File: src/hdl/stq_pkg.sv
// ----------------------------------------------------------------------------
// stq_pkg
// Shared types and constants for the sorted timer queue: command and status
// codes, controller states and the word formats passed along the cell chain.
// ----------------------------------------------------------------------------
package stq_pkg;

   localparam int CAPACITY    = 16;
   localparam int TIME_BITS   = 32;
   localparam int HANDLE_BITS = 10;

   // request word layout, lowest bit first
   localparam int REQ_DATA_BITS = 80;
   localparam int RSP_DATA_BITS = 16;

   typedef enum logic [1:0] {
      CMD_ADD    = 2'd0,
      CMD_ADJUST = 2'd1,
      CMD_DELETE = 2'd2,
      CMD_TICK   = 2'd3
   } cmd_type;

   typedef enum logic [1:0] {
      STS_OK        = 2'd0,
      STS_FULL      = 2'd1,
      STS_NOT_FOUND = 2'd2,
      STS_DUPLICATE = 2'd3
   } status_type;

   typedef enum logic [1:0] {
      ST_IDLE,
      ST_EXEC,
      ST_INSERT
   } state_type;

   // one timer slot
   typedef struct packed {
      logic                   valid;
      logic [HANDLE_BITS-1:0] handle;
      logic [TIME_BITS-1:0]   expiry;
   } entry_type;

   // operation broadcast to every cell
   typedef struct packed {
      logic ins;   // insert key handle/expiry in sorted place
      logic del;   // remove the matching cell, close the gap
      logic pop;   // remove the head cell
   } op_type;

   // search keys broadcast to every cell
   typedef struct packed {
      logic [HANDLE_BITS-1:0] handle;
      logic [TIME_BITS-1:0]   expiry;
      logic [TIME_BITS-1:0]   now;
   } key_type;

endpackage

File: src/hdl/stq_cell.sv
// ----------------------------------------------------------------------------
// stq_cell
// One slot of the sorted chain. Compares its entry against the broadcast
// keys and takes its left or right neighbor's entry to open or close a gap.
// ----------------------------------------------------------------------------
module stq_cell (
   input  logic               clock,
   input  logic               reset,
   input  stq_pkg::op_type    op,
   input  stq_pkg::key_type   key,
   input  stq_pkg::entry_type left_q,
   input  logic               left_keep,
   input  stq_pkg::entry_type right_q,
   input  logic               del_in,
   output stq_pkg::entry_type q,
   output logic               keep,
   output logic               match,
   output logic               due,
   output logic               del_out
);

   stq_pkg::entry_type entry_ff;
   stq_pkg::entry_type entry_in;

   assign q = entry_ff;

   // local compares
   assign keep    = entry_ff.valid && (entry_ff.expiry <= key.expiry);
   assign match   = entry_ff.valid && (entry_ff.handle == key.handle);
   assign due     = entry_ff.valid && (entry_ff.expiry <= key.now);
   assign del_out = del_in | match;

   // insert shifts right past the kept prefix; delete and pop shift left
   always_comb begin
      entry_in = entry_ff;
      if (op.ins && !keep) begin
         if (left_keep) begin
            entry_in.valid  = 1'b1;
            entry_in.handle = key.handle;
            entry_in.expiry = key.expiry;
         end else begin
            entry_in = left_q;
         end
      end else if ((op.del && del_out) || op.pop) begin
         entry_in = right_q;
      end
   end

   always_ff @(posedge clock) begin
      if (reset) begin
         entry_ff <= '0;
      end else begin
         entry_ff <= entry_in;
      end
   end

endmodule

File: src/hdl/sorted_timer_queue.sv
// ----------------------------------------------------------------------------
// sorted_timer_queue
// Up to CAPACITY timers held in a chain of cells sorted by expiry, with
// add, adjust, delete and tick commands.
// ----------------------------------------------------------------------------
// Usage:
//   req channel carries one command word; rsp channel returns result words.
//   Add, adjust and delete each return one status word with tlast set.
//   Tick returns one word per expired timer, oldest expiry first, tlast on
//   the final one; with nothing expired it returns a single empty word.
// Sequence:
//   A command is taken in the idle state and executed in the exec state
//   once the result register is free. For adjust of a live timer, the
//   timer is unlinked in exec and then re-inserted in the insert state.
//   Tick pops one expired timer per chain shift, staying in exec while
//   the next cell is due as well. While the result register is free,
//   the chain does one insert or one shift per cycle across all cells.
// Reset clears every slot and leaves the queue empty and idle.
// A stalled rsp side holds the result register; the chain only advances
// when that register is free or being emptied in the same cycle.
// ----------------------------------------------------------------------------
module sorted_timer_queue (
   input  logic                              clock,
   input  logic                              reset,
   input  logic                              req_tvalid,
   output logic                              req_tready,
   // command[1:0], handle[11:2], expire_time[43:12], now[75:44], zero pad
   input  logic [stq_pkg::REQ_DATA_BITS-1:0] req_tdata,
   output logic                              rsp_tvalid,
   input  logic                              rsp_tready,
   // status[1:0], expired_valid[2], expired_handle[12:3], zero pad
   output logic [stq_pkg::RSP_DATA_BITS-1:0] rsp_tdata,
   output logic                              rsp_tlast
);

   localparam int CAP = stq_pkg::CAPACITY;
   localparam int HB  = stq_pkg::HANDLE_BITS;
   localparam int TB  = stq_pkg::TIME_BITS;

   // controller and command registers
   stq_pkg::state_type  state_ff, state_in;
   stq_pkg::cmd_type    cmd_ff;
   logic [HB-1:0]       handle_ff;
   logic [TB-1:0]       expire_ff;
   logic [TB-1:0]       now_ff;

   // result register
   logic                rsp_valid_ff;
   stq_pkg::status_type rsp_status_ff;
   logic                rsp_xvalid_ff;
   logic [HB-1:0]       rsp_xhandle_ff;
   logic                rsp_last_ff;

   // controller outputs
   logic                emit;
   stq_pkg::status_type emit_status;
   logic                emit_xvalid;
   logic [HB-1:0]       emit_xhandle;
   logic                emit_last;
   stq_pkg::op_type     op;
   stq_pkg::key_type    key;

   // chain signals
   stq_pkg::entry_type  cell_q    [CAP];
   logic                cell_keep [CAP];
   logic                cell_match[CAP];
   logic                cell_due  [CAP];
   logic [CAP:0]        del_chain;
   logic [CAP-1:0]      match_vec;

   logic                accept;
   logic                out_free;
   logic                found;
   logic                full;

   assign accept     = req_tvalid && req_tready;
   assign out_free   = !rsp_valid_ff || rsp_tready;
   assign found      = |match_vec;
   assign full       = cell_q[CAP-1].valid;

   assign key.handle = handle_ff;
   assign key.expiry = expire_ff;
   assign key.now    = now_ff;

   // cell chain
   assign del_chain[0] = 1'b0;

   for (genvar i = 0; i < CAP; i++) begin : g_cell
      stq_pkg::entry_type left_q;
      stq_pkg::entry_type right_q;
      logic               left_keep;

      if (i == 0) begin : g_head
         assign left_q    = '0;
         assign left_keep = 1'b1;
      end else begin : g_body
         assign left_q    = cell_q[i-1];
         assign left_keep = cell_keep[i-1];
      end

      if (i == CAP - 1) begin : g_tail
         assign right_q = '0;
      end else begin : g_next
         assign right_q = cell_q[i+1];
      end

      assign match_vec[i] = cell_match[i];

      stq_cell u_cell (
         .clock     (clock),
         .reset     (reset),
         .op        (op),
         .key       (key),
         .left_q    (left_q),
         .left_keep (left_keep),
         .right_q   (right_q),
         .del_in    (del_chain[i]),
         .q         (cell_q[i]),
         .keep      (cell_keep[i]),
         .match     (cell_match[i]),
         .due       (cell_due[i]),
         .del_out   (del_chain[i+1])
      );
   end

   // next state
   always_comb begin
      state_in = state_ff;
      case (state_ff)
         stq_pkg::ST_IDLE: begin
            if (accept) begin
               state_in = stq_pkg::ST_EXEC;
            end
         end
         stq_pkg::ST_EXEC: begin
            if (out_free) begin
               if (cmd_ff == stq_pkg::CMD_ADJUST && found) begin
                  state_in = stq_pkg::ST_INSERT;
               end else if (cmd_ff == stq_pkg::CMD_TICK && cell_due[0] && cell_due[1]) begin
                  state_in = stq_pkg::ST_EXEC;
               end else begin
                  state_in = stq_pkg::ST_IDLE;
               end
            end
         end
         stq_pkg::ST_INSERT: begin
            if (out_free) begin
               state_in = stq_pkg::ST_IDLE;
            end
         end
         default: begin
            state_in = stq_pkg::ST_IDLE;
         end
      endcase
   end

   // controller outputs
   always_comb begin
      req_tready   = 1'b0;
      op           = '0;
      emit         = 1'b0;
      emit_status  = stq_pkg::STS_OK;
      emit_xvalid  = 1'b0;
      emit_xhandle = '0;
      emit_last    = 1'b1;
      case (state_ff)
         stq_pkg::ST_IDLE: begin
            req_tready = 1'b1;
         end
         stq_pkg::ST_EXEC: begin
            if (out_free) begin
               case (cmd_ff)
                  stq_pkg::CMD_ADD: begin
                     emit = 1'b1;
                     if (found) begin
                        emit_status = stq_pkg::STS_DUPLICATE;
                     end else if (full) begin
                        emit_status = stq_pkg::STS_FULL;
                     end else begin
                        op.ins = 1'b1;
                     end
                  end
                  stq_pkg::CMD_ADJUST: begin
                     if (found) begin
                        op.del = 1'b1;
                     end else begin
                        emit        = 1'b1;
                        emit_status = stq_pkg::STS_NOT_FOUND;
                     end
                  end
                  stq_pkg::CMD_DELETE: begin
                     emit = 1'b1;
                     if (found) begin
                        op.del = 1'b1;
                     end else begin
                        emit_status = stq_pkg::STS_NOT_FOUND;
                     end
                  end
                  stq_pkg::CMD_TICK: begin
                     emit = 1'b1;
                     if (cell_due[0]) begin
                        op.pop       = 1'b1;
                        emit_xvalid  = 1'b1;
                        emit_xhandle = cell_q[0].handle;
                        emit_last    = !cell_due[1];
                     end
                  end
                  default: begin
                     emit = 1'b0;
                  end
               endcase
            end
         end
         stq_pkg::ST_INSERT: begin
            if (out_free) begin
               op.ins = 1'b1;
               emit   = 1'b1;
            end
         end
         default: begin
            req_tready = 1'b0;
         end
      endcase
   end

   // state and command capture
   always_ff @(posedge clock) begin
      if (reset) begin
         state_ff <= stq_pkg::ST_IDLE;
      end else begin
         state_ff <= state_in;
      end
   end

   always_ff @(posedge clock) begin
      if (accept) begin
         cmd_ff    <= stq_pkg::cmd_type'(req_tdata[1:0]);
         handle_ff <= req_tdata[11:2];
         expire_ff <= req_tdata[43:12];
         now_ff    <= req_tdata[75:44];
      end
   end

   // result register
   always_ff @(posedge clock) begin
      if (reset) begin
         rsp_valid_ff <= 1'b0;
      end else if (emit) begin
         rsp_valid_ff <= 1'b1;
      end else if (rsp_tready) begin
         rsp_valid_ff <= 1'b0;
      end
   end

   always_ff @(posedge clock) begin
      if (emit) begin
         rsp_status_ff  <= emit_status;
         rsp_xvalid_ff  <= emit_xvalid;
         rsp_xhandle_ff <= emit_xhandle;
         rsp_last_ff    <= emit_last;
      end
   end

   assign rsp_tvalid = rsp_valid_ff;
   assign rsp_tdata  = {3'b000, rsp_xhandle_ff, rsp_xvalid_ff, rsp_status_ff};
   assign rsp_tlast  = rsp_last_ff;

endmodule
File: config.mk
export PLATFORM = sky130hd
export DESIGN_NAME = sorted_timer_queue
export DESIGN_NICKNAME = d
export VERILOG_FILES = /design/src/hdl/stq_pkg.sv /design/src/hdl/stq_cell.sv /design/src/hdl/sorted_timer_queue.sv
export SDC_FILE = /design/constraint.sdc
export NUM_CORES = 2
export LEC_CHECK = 0
export BUFFER_PORTS_ARGS = -buffer_cell sky130_fd_sc_hd__buf_2
export CAP_MARGIN = 20
export CORE_ASPECT_RATIO = 1.2
export CORE_MARGIN = 5
export CORE_UTILIZATION = 50
export CTS_CLUSTER_SIZE = 24
export DETAILED_ROUTE_END_ITERATION = 7
export PLACE_DENSITY = 0.71
export REMOVE_ABC_BUFFERS = 1
export SYNTH_ARGS = -nofsm -noshare
export SYNTH_HDL_FRONTEND = slang
export SYNTH_SLANG_ARGS = --single-unit
File: constraint.sdc
create_clock -name clock -period 3.35 [get_ports clock]
set_clock_uncertainty 0.15 [all_clocks]
set_input_delay 0 -clock clock [delete_from_list [all_inputs] [get_ports clock]]
set_output_delay 0 -clock clock [all_outputs]
set_load 0.01 [all_outputs]
==> out/qor.json <==
{
  "critical_path": {
    "rr_endpoint": "g_cell[8].u_cell.q[18]",
    "critPathArrivalTime_ns": 4.24,
    "highest_net_fanout_along_the_worst_path": 9,
    "reg2regPathDepth": 15,
    "timing.critical_path.to_type": "register",
    "rrSetupSlack_ns": -0.50,
    "worst_setup_path_start_kind": "register",
    "worstSetupEndpoint": "g_cell[8].u_cell.q[18]",
    "worstSetupPathType": "reg2reg",
    "r2r_start": "now_ff[5]",
    "critical_path_required_ns": 3.73,
    "startpoint": "now_ff[5]"
  },
  "final_layout": {
    "nets": 7252,
    "growth_of_design_area_from_synthesis_to_finish_pct": 25.7,
    "diodes": 0,
    "fillerInstances": 8551,
    "total_area_of_multi_input_combinational_cells_mm2": 0.0373,
    "ff_latch_area_mm2": 0.0165,
    "final_cell_area_mm2": 0.0688,
    "finalCoreUtilization_pct": 63.0,
    "drive_above_1_share_pct": 25.0
  },
  "power_and_ir_drop": {
    "p_sw_share_pct": 27.3,
    "worst_ir_drop_vdd_mv": 0.439,
    "cell_internal_pwr_uw": 16800,
    "netSwitchingPower_uw": 6340,
    "static-leakage-power_uw": 0.0299,
    "pwr_density_cell_mw_per_mm2": 337,
    "power_frac_clock_pct": 42.2,
    "pwr-share-seq_pct": 42.9,
    "p_comb_share_pct": 14.9
  },
  "floorplanning": {
    "die_ar_mm2": 0.116,
    "floorplan.initialDensity_pct": 50.1,
    "die_h_um": 372,
    "io_pins": 103,
    "design.core.area_mm2": 0.109,
    "number_of_rows_created_at_floorplan": 133,
    "die_width_um": 312
  },
  "place": {
    "placed_area_mm2": 0.0616,
    "post-dp-hpwl_um": 125000,
    "gp_congestion": 0.936,
    "pre_cts_ws_ns": -0.563,
    "io_buffers": 95
  },
  "timing": {
    "final-max-slew-violation-count": 0,
    "setup_repair_after_global_routing_missed_its_margin": "yes",
    "post-route-period-util_pct": 115,
    "final.setup.worst_slack_ns": -0.502,
    "tightest_slew_ns": 0.902,
    "setup-violations-final": 692,
    "final.min_clock_period_ns": 3.85,
    "report.final.hold_viol_count": 0,
    "max_clock_freq_mhz": 260,
    "relSlewSlack_pct": 39.9
  },
  "routing": {
    "route.final.wire_length_um": 180000,
    "antenna_violating_nets_post_route": 0,
    "drt_first_iter_violations": 3904,
    "total_via_count_after_detailed_routing": 50146,
    "detail_route.vias_per_cell": 6.21,
    "wire_per_inst_um": 22.3,
    "firstDrtPassIters": 5,
    "drc": 0
  },
  "cts": {
    "cts_tree": "built",
    "worst_skew_pair.late_latency_ns": 0.68,
    "numClockSinks": 781,
    "clk_pin_slew_worst_paths_ns": 0.07,
    "cts_h_tree_depth": 3,
    "clk_path_buf_depth": 3,
    "ctsRootBufferMaster": "sky130_fd_sc_hd__clkbuf_16",
    "cts_made_buffers": 85
  },
  "run_status": {
    "status": "finished with violations",
    "violations": "setup timing"
  },
  "grt": {
    "grt_antenna_before_repair": 1,
    "via_count_of_the_first_global_routing_pass": 49576,
    "grt-ovfl-total": 0,
    "globalRouteTotalUtil_pct": 28.5,
    "grt_first_pass_wirelength_um": 271000,
    "grt_start_max_net_pins": 117
  },
  "logic_synthesis": {
    "muxShareOfSynthArea_pct": 19.5,
    "synth-simple-area-share_pct": 10.4,
    "seq_area_frac_synth_pct": 30.2,
    "ys_seq_elements": 781,
    "post_synth_main_area_contributors": "sky130_fd_sc_hd__dfxtp_1 25%, sky130_fd_sc_hd__ha_1 13%, sky130_fd_sc_hd__mux2i_1 11%",
    "synthXorXnorAreaFrac_pct": 2.56,
    "synth_top_family_by_area": "multiplexers",
    "post_synth_inst_count": 5938,
    "synth-edff-count": 90,
    "synth-compound-area-share_pct": 19.1,
    "postSynth.topFlopCell": "sky130_fd_sc_hd__dfxtp_1",
    "area_of_the_mapped_netlist_mm2": 0.0547,
    "yosys.area_share.adder_pct": 13.3,
    "netlist-cell-type-count": 75,
    "syn_area_per_cell_um2": 9.22,
    "async_flop_share_pct": 0,
    "dominant_cell_type_by_area_after_synthesis": "sky130_fd_sc_hd__dfxtp_1",
    "ys_warn_count": 0,
    "synth.top_cell.area_share_pct": 25.3
  },
  "run": {
    "max-cap-violations": 0
  },
  "hold_path": {
    "min_path_type": "in2reg"
  }
}
timing repair:
| item | CTS | global route |
|---|---|---|
| endpoints found under the setup margin | 697 | 701 |
| gates cloned | 15 | 19 |
| gates resized for setup | 205 | 225 |
| hold buffers | 155 | 0 |
| setup buffers | 18 | 21 |
| hold endpoints to repair | 208 | 0 |
| pin swaps | 38 | 113 |
placed cells by master, fill, tap and decap left out, types with 26 or more instances in the layout:
cell type / netlist / final
sky130_fd_sc_hd__dfxtp_1: 691 / 691
sky130_fd_sc_hd__a211oi_1: 399 / 361
sky130_fd_sc_hd__mux2_4: 0 / 63
sky130_fd_sc_hd__a221oi_1: 88 / 64
sky130_fd_sc_hd__buf_6: 34 / 28
sky130_fd_sc_hd__buf_4: 32 / 607
sky130_fd_sc_hd__buf_12: 0 / 112
sky130_fd_sc_hd__nor2b_1: 110 / 108
sky130_fd_sc_hd__mux2i_1: 625 / 616
sky130_fd_sc_hd__nor2_1: 419 / 401
sky130_fd_sc_hd__o21ai_2: 3 / 30
sky130_fd_sc_hd__inv_1: 104 / 86
sky130_fd_sc_hd__o31ai_1: 49 / 47
sky130_fd_sc_hd__mux2_2: 390 / 327
sky130_fd_sc_hd__xnor2_1: 150 / 150
sky130_fd_sc_hd__o22ai_1: 46 / 46
sky130_fd_sc_hd__a211oi_2: 5 / 43
sky130_fd_sc_hd__clkbuf_16: 0 / 101
sky130_fd_sc_hd__nand2_1: 120 / 113
sky130_fd_sc_hd__edfxtp_1: 90 / 90
sky130_fd_sc_hd__buf_2: 118 / 95
sky130_fd_sc_hd__nand3_1: 153 / 152
sky130_fd_sc_hd__nand4_1: 179 / 179
sky130_fd_sc_hd__ha_1: 582 / 564
sky130_fd_sc_hd__o21ai_0: 314 / 254
sky130_fd_sc_hd__nor3_1: 68 / 63
sky130_fd_sc_hd__dlygate4sd3_1: 0 / 155
sky130_fd_sc_hd__a21o_1: 100 / 99
sky130_fd_sc_hd__o21ai_1: 5 / 27
sky130_fd_sc_hd__o211ai_1: 26 / 26
sky130_fd_sc_hd__a21oi_1: 549 / 517
stage by stage:
stage,TNS (ns),total power [µW],hold slack (ns),cells
CTS,-146.17,23100,0.201,8035
global placement,-241.00,13100,0.0263,7691
floorplan,-2909.82,11800,-0.0854,5469
global route,-281.74,23900,0.267,8071
detailed placement,-270.27,13200,0.0281,7692
finish,-218.32,23200,0.245,8071
worst min-delay path by stage:
stage | from | endpoint | slack (ns) | depth (start not counted)
after detailed placement | req_tdata[7] | handle_ff[5] | 0.03 | 1
after global placement | req_tdata[39] | expire_ff[27] | 0.03 | 1
final | reset | g_cell[3].u_cell.q[9] | 0.25 | 3
after floorplan | reset | g_cell[10].u_cell.q[0] | -0.09 | 1
after global routing | reset | g_cell[3].u_cell.q[9] | 0.27 | 3
after CTS | reset | g_cell[3].u_cell.q[9] | 0.20 | 3
flip-flops by register name (all words and copies together) (netlist names):
name	cells
cmd_ff	2
expire_ff	32
g_cell.u_cell.q	688
handle_ff	10
now_ff	32
rsp_status_ff	2
rsp_tlast	1
rsp_tvalid	1
rsp_xhandle_ff	10
rsp_xvalid_ff	1
state_ff	2
critical path: stages (launching register included):
cell                       delay [ns]
sky130_fd_sc_hd__edfxtp_1        0.35
sky130_fd_sc_hd__inv_1           0.09
sky130_fd_sc_hd__ha_4            0.28
sky130_fd_sc_hd__nand4_1         0.11
sky130_fd_sc_hd__or4_4           0.59
sky130_fd_sc_hd__a31o_1          0.20
sky130_fd_sc_hd__o31a_1          0.16
sky130_fd_sc_hd__or4_4           0.57
sky130_fd_sc_hd__buf_12          0.17
sky130_fd_sc_hd__clkinv_8        0.08
sky130_fd_sc_hd__buf_12          0.13
sky130_fd_sc_hd__a21oi_4         0.05
sky130_fd_sc_hd__buf_12          0.16
sky130_fd_sc_hd__buf_16          0.16
sky130_fd_sc_hd__mux2i_1         0.28
sky130_fd_sc_hd__o22ai_1         0.14
power by group through the flow:
stage | logic [µW] | clock network (µW) | registers [µW]
after global routing | 3720 | 10200 | 9960
final | 3460 | 9790 | 9940
after CTS | 3290 | 9870 | 9920
after floorplan | 1600 | 0 | 10200
after global placement | 2940 | 0 | 10100
after detailed placement | 3040 | 0 | 10100
area by class of cell:
cell class                 instances  share of cell area, %
clock buffer                     119                   3.54
clock inverter                    36                  0.549
inverter                         105                  0.602
multi-input combinational       4583                   54.2
sequential                       781                   24.0
tap                             1417                   2.58
timing repair buffer            1030                   14.5
synthesized netlist by cell type, types with 6 or more instances:
master / n
sky130_fd_sc_hd__o22ai_1: 46
sky130_fd_sc_hd__buf_2: 118
sky130_fd_sc_hd__edfxtp_1: 90
sky130_fd_sc_hd__a21oi_1: 549
sky130_fd_sc_hd__a2111oi_0: 8
sky130_fd_sc_hd__buf_4: 32
sky130_fd_sc_hd__o31ai_1: 49
sky130_fd_sc_hd__a31oi_1: 9
sky130_fd_sc_hd__xnor2_1: 150
sky130_fd_sc_hd__buf_6: 34
sky130_fd_sc_hd__o21a_1: 23
sky130_fd_sc_hd__nand3_1: 153
sky130_fd_sc_hd__inv_1: 104
sky130_fd_sc_hd__mux2_2: 390
sky130_fd_sc_hd__and2_1: 17
sky130_fd_sc_hd__or4_1: 6
sky130_fd_sc_hd__or3_1: 11
sky130_fd_sc_hd__nand2b_1: 15
sky130_fd_sc_hd__nor2_1: 419
sky130_fd_sc_hd__nor2b_1: 110
sky130_fd_sc_hd__nand2_1: 120
sky130_fd_sc_hd__o211ai_1: 26
sky130_fd_sc_hd__nor4_1: 14
sky130_fd_sc_hd__clkbuf_1: 269
sky130_fd_sc_hd__and3_1: 13
sky130_fd_sc_hd__nand4_1: 179
sky130_fd_sc_hd__ha_1: 582
sky130_fd_sc_hd__or2_2: 7
sky130_fd_sc_hd__o21ai_0: 314
sky130_fd_sc_hd__a221oi_1: 88
sky130_fd_sc_hd__buf_1: 18
sky130_fd_sc_hd__mux2i_1: 625
sky130_fd_sc_hd__xor2_1: 10
sky130_fd_sc_hd__a21o_1: 100
sky130_fd_sc_hd__dfxtp_1: 691
sky130_fd_sc_hd__nor3_1: 68
sky130_fd_sc_hd__a211oi_1: 399
cells by family (layout without fill, tap and decap cells):
kind of cell,after synthesis,count (layout)
multiplexers,1016,1016
other,1,3
adder cells (fa/ha/maj),582,582
flip-flops,781,781
AO/OA/AOI/OAI,1666,1666
XOR/XNOR,160,160
AND/OR/NAND/NOR,1156,1156
buffers and inverters,576,1290
routing by layer:
layer | wire length (µm) | share of wire, % | up-vias | track usage (%)
li1 | - | - | 23712 | -
met1 | 71900 | 40 | 24045 | 34.4
met2 | 86500 | 48 | 1801 | 49.9
met3 | 8650 | 4.8 | 588 | 2.56
met4 | 12600 | 7.0 | 0 | 16.2
met5 | 0 | 0 | - | 0
Power figures use the tool's default switching activity.
